File: config.mk
export PLATFORM = sky130hd
export DESIGN_NAME = ait_cell
export DESIGN_NICKNAME = d
export VERILOG_FILES = /design/src/ait_cell.sv
export SDC_FILE = /design/constraint.sdc
export NUM_CORES = 1
export LEC_CHECK = 0
export BUFFER_PORTS_ARGS = -buffer_cell sky130_fd_sc_hd__buf_2
export CORE_UTILIZATION = 30
export CTS_CLUSTER_SIZE = 10
export DETAILED_ROUTE_END_ITERATION = 12
export SLEW_MARGIN = 25
export SYNTH_ARGS = -nofsm -noshare
export SYNTH_HDL_FRONTEND = slang
export SYNTH_SLANG_ARGS = --single-unit
File: constraint.sdc
create_clock -name clk_i -period 1.5 [get_ports clk_i]
set_clock_uncertainty 0.1 [all_clocks]
set_input_delay 0.075 -clock clk_i [delete_from_list [all_inputs] [get_ports clk_i]]
set_output_delay 0.075 -clock clk_i [all_outputs]
set_load 0.05 [all_outputs]
File: src/ait_cell.sv
// One cell of the intern table: holds a stored key and passes the lookup token on.
`timescale 1ns / 1ps

module ait_cell #(
  parameter int KEY_W    = 23,
  parameter int IDX_W    = 10,
  parameter int CNT_W    = 11,
  parameter int CELL_IDX = 0
) (
  input  logic             clk_i,
  input  logic             rst_ni,
  input  logic             wr_en_i,
  input  logic [CNT_W-1:0] count_i,
  input  logic [KEY_W-1:0] key_i,
  input  logic             act_i,
  input  logic             hit_i,
  input  logic [IDX_W-1:0] idx_i,
  output logic             act_o,
  output logic             hit_o,
  output logic [IDX_W-1:0] idx_o
);

  logic [KEY_W-1:0] key_q;
  logic             act_q, act_d;
  logic             hit_q, hit_d;
  logic [IDX_W-1:0] idx_q, idx_d;
  logic             live;
  logic             match;

  assign live  = count_i > CNT_W'(CELL_IDX);
  assign match = act_i && live && !hit_i && (key_q == key_i);

  always_comb begin
    act_d = act_i;
    hit_d = hit_i | match;
    idx_d = match ? IDX_W'(CELL_IDX) : idx_i;
  end

  // append slot is the cell whose position equals the fill count
  always_ff @(posedge clk_i) begin
    if (wr_en_i && (count_i == CNT_W'(CELL_IDX))) begin
      key_q <= key_i;
    end
  end

  always_ff @(posedge clk_i or negedge rst_ni) begin
    if (!rst_ni) begin
      act_q <= 1'b0;
      hit_q <= 1'b0;
      idx_q <= '0;
    end else begin
      act_q <= act_d;
      hit_q <= hit_d;
      idx_q <= idx_d;
    end
  end

  assign act_o = act_q;
  assign hit_o = hit_q;
  assign idx_o = idx_q;

endmodule

# == After elaboration in Yosys (flattened, before gate mapping) ==
# Cells that the tools add are included.
# op_classes
n_lt_le_gt_ge,1
n_eq_ne,1
muxes,1
bitwise_logic,1
n_reduce_logical,6
# op_table
cell,count
23-bit equality test,1
11-bit by 1-bit greater-than comparator with 1-bit output (second input constant),1
11-bit logical NOT,1
10-bit two-way mux,1
1-bit logical AND,4
1-bit logical NOT,1
1-bit bitwise OR,1
# word_totals
reg_bits,35
inputBits,49
word_cells,14

# == Longest topological paths before layout ==
# logic_depth
ltp_word,5
depth_mapped,5
ltp_nobuf,4

# == Least setup slack after synthesis ==
# OpenSTA, ideal clock, no wires.
# synth_timing
path_type,input to register
start,in count_i[6]
end,reg key_q[0] (enable)
setup_ns,0.382
arrival_ns,1.092
required_ns,1.018
setup_slack_ns,-0.074
path_stages,3
path_buffers,0
path_cell_list,nor4_1 > and3_1 > and2_1
# synth_between
elab_chain_len,2
# synth_lines
item,line_no,source
"start, declared",13,"input logic [CNT_W-1:0] count_i,"
11-bit logical NOT,41,if (wr_en_i && (count_i == CNT_W'(CELL_IDX))) begin
1-bit logical AND,41,
"end signal, assigned",42,key_q <= key_i;
"end, declared",23,logic [KEY_W-1:0] key_q;
# Every way passes these cells.
# A chain may end at the register's enable or synchronous reset.

# == Worst setup path after layout ==
# layout_timing
start,in key_i[12]
end,"reg idx_q[6], in the netlist idx_o[6]"
# layout_between
elab_chain_len,3
# layout_lines
item,line_no,source
"start, declared",14,"input logic [KEY_W-1:0] key_i,"
23-bit equality test,31,assign match = act_i && live && !hit_i && (key_q == key_i);
1-bit logical AND,31,
10-bit two-way mux,36,idx_d = match ? IDX_W'(CELL_IDX) : idx_i;
net idx_d[6],26,"logic [IDX_W-1:0] idx_q, idx_d;"
"end signal, assigned",54,idx_q <= idx_d;
"end, declared",26,
# The timed path passes the listed nets, and every way through them passes these cells.

==> results by group <==
Status
  • Status: finished with violations
  • Failing checks: setup timing

Setup path
  • R2r startpoint: key_q[1]
  • Crit path launch type: input port
  • Setup crit end: idx_o[6]
  • Worst EP required: 1560 ps
  • Crit path cell chain: dlygate4sd3_1 > buf_2 > xnor2_1 > nand4_1 > nor4_2 > buf_4 > a21boi_1
  • Critical Path AT: 1580 ps
  • Buf+Inv Stages, Crit Path: 3
  • Critical path's top delay family: buffers and inverters
  • Max stage delay on crit path: 540 ps
  • Setup crit start: key_i[12]
  • Worst reg2reg path endpoint: idx_o[6]
  • Crit. path cell count: 7
  • Reg2reg setup slack: -10 ps
  • Critical path type: input port to flip-flop
  • Register-to-Register Path Depth: 5
  • Crit-path slowest cell: dlygate4sd3_1
  • Peak fanout along the critical path: 11
  • Worst setup EP type: flip-flop

Detailed routing
  • Final WL: 3110 um
  • Drt initial violations: 36
  • Drt pass-1 iters: 4
  • WL/cell: 12.9 um
  • DR DRC count: 0
  • Via density: 4.30
  • Vias: 1,041
  • Final ANT Viol Nets: 0

Global routing
  • Global route total overflow: 0
  • Vias in the first global route: 1,143
  • GRT Total Usage: 0.140
  • Largest net degree at the start of global routing: 24
  • First-pass GRT wire length: 5180 um
  • Initial antenna violation count: 0

Synth
  • Synthesized flop and latch total: 35
  • Ys async rst share: 0.343
  • Post-synth net total: 134
  • Commonest cells in the netlist: 23 x edfxtp_1, 23 x xnor2_1, 12 x dfrtp_1
  • Post-synthesis sequential area ratio: 0.718
  • Top-area cell type share of the netlist area: 0.500
  • Top_reg_cell synth: edfxtp_1
  • Area leader, netlist: edfxtp_1
  • EDFF count, synth: 23
  • Largest cells by area after synthesis: edfxtp_1 50%, dfrtp_1 22%, xnor2_1 15%
  • Post-synthesis cell area: 1380 sq um
  • Post-synthesis cell type count: 15
  • Syn_area_per_cell: 16.2 sq um
  • Post-synthesis cell count: 85
  • Synth warnings: 0

Final layout
  • Area growth syn-to-layout: 60.2%
  • Fin area: 2210 sq um
  • Fin util: 0.504
  • Nets: 238
  • ANT cells: 0
  • Fill cells: 396
  • Layout cell share with drive strength beyond 1: 0.379

STA
  • WHS: 108 ps
  • Clock period minus worst slack: 1520 ps
  • Fin. max-slew vios: 0
  • RSZ-0062 raised after global routing: true
  • Crit share post-route: 1.01
  • Sum of negative setup slack: -49.5 ps
  • Final hold viol count: 0
  • F_max: 660 MHz
  • Slew Limit Headroom: 0.822
  • Endpoints failing setup: 4
  • Worst Slack Setup Final: -16.1 ps
  • Worst Tran Pin Value: 268 ps

Power
  • PwrDens: 891 nW/um^2
  • Switching Fraction: 0.228
  • Net switching power: 0.450 mW
  • Static leakage: 0.894 nW
  • Seq pwr share: 0.533
  • Clk network pwr share: 0.324
  • Comb power frac: 0.143
  • Maximum vdd ir drop: 0.000461 V
  • Tot Pwr: 1.97 mW
  • Internal: 1.52 mW

Clock tree
  • CTS tree: done
  • Clock transition at path regs: 70 ps
  • CTS buffer count: 5
  • Post-CTS Setup Inserts: 0
  • Worst skew pair latency: 280 ps
  • H-tree depth: 2
  • CTS root buf: clkbuf_8
  • CTS Buffer Depth: 2
  • CTS Sinks: 35

Floorplan
  • CORE AREA: 4380 sq um
  • Die ar.: 4880 sq um
  • # IOs: 61
  • Die H: 69.8 um
  • # rows: 24
  • Die W: 69.8 um
  • Initial core utilization: 0.315

Min path
  • Worst hold path class: input port to async pin

Placed design
  • Final GP Congestion: 0.669
  • PortBufs: 60
  • Placed cell areas: 1770 sq um
  • HPWL reported at the end of detailed placement: 2090 um

Job
  • Max Cap Viol: 0
-- routing by layer --
metal	wire length, um	vias up	global-route usage
li1	-	518	-
met1	1240	486	0.156
met2	1690	29	0.250
met3	117	8	0.0392
met4	65	0	0.0600
met5	0	-	0
-- worst min path at each step --
stage,end,from,cells past startpoint,slack [ps]
final,idx_o[5],rst_ni,2,110
after global routing,idx_o[3],rst_ni,2,120
after CTS,key_q[4],key_i[4],1,-110
after detailed placement,idx_o[5],rst_ni,1,-140
after global placement,idx_o[5],rst_ni,1,-150
after floorplan,act_o,rst_ni,0,-320
-- registers in the layout (all words and copies together) (netlist names) --
signal and count:
idx_o 10, key_q 23, act_o 1, hit_o 1
-- power groups by stage --
| stage | Clock, mW | Sequential (mW) | Combinational, mW |
|---|---|---|---|
| 6_report | 0.639 | 1.05 | 0.281 |
| 4_1_cts | 0.661 | 1.05 | 0.280 |
| 2_1_floorplan | 0 | 1.13 | 0.0424 |
| 3_3_place_gp | 0 | 1.07 | 0.203 |
| 3_5_place_dp | 0 | 1.07 | 0.209 |
| 5_1_grt | 0.712 | 1.05 | 0.303 |
-- placed cells by master, fill, tap and decap left out --
cell type	netlist	routed
a21o_2	1	1
buf_4	1	2
a21boi_0	7	1
clkbuf_1	0	2
and2_2	0	1
and3_1	1	1
nand4_1	6	6
nor4_2	1	1
buf_12	0	1
edfxtp_1	23	23
clkinv_2	0	1
a21boi_1	3	9
dlygate4sd3_1	0	36
buf_2	0	60
nor2b_1	1	1
clkbuf_8	0	5
xnor2_1	23	23
nor3_1	2	2
nor4_1	2	2
dfrtp_1	12	12
-- per-stage QoR --
stage          cells  setup slack, ps
2_1_floorplan     85              114
3_3_place_gp     198             23.4
3_5_place_dp     198            -28.1
4_1_cts          241            -40.9
5_1_grt          242            -99.4
6_report         242            -16.1
-- repair_timing --
action | 4_1_cts | 5_1_grt
cloned | 0 | 0
hold buffers | 35 | 1
hold endpoints to repair | 47 | 1
resized for setup | 5 | 1
setup endpoints to repair | 11 | 11
-- logic make-up after synthesis --
family / Yosys count / share of synthesized area
DFF: 35 / 0.718
xor gates and xnor gates: 23 / 0.146
and+or+nand+nor: 14 / 0.0662
AOI/OAI and AO/OA: 11 / 0.0607
buffers and inverters: 2 / 0.00906
-- area by class of cell --
type                            count  area (sq um)  area share
Clock buffer                        7          76.3      0.0345
Clock inverter                      1          5.00     0.00226
Multi-Input combinational cell     48           378       0.171
Sequential cell                    35           991       0.448
Tap cell                           52          65.1      0.0294
Timing Repair Buffer               99           696       0.315
No activity file was read; power rests on OpenSTA's default activity.
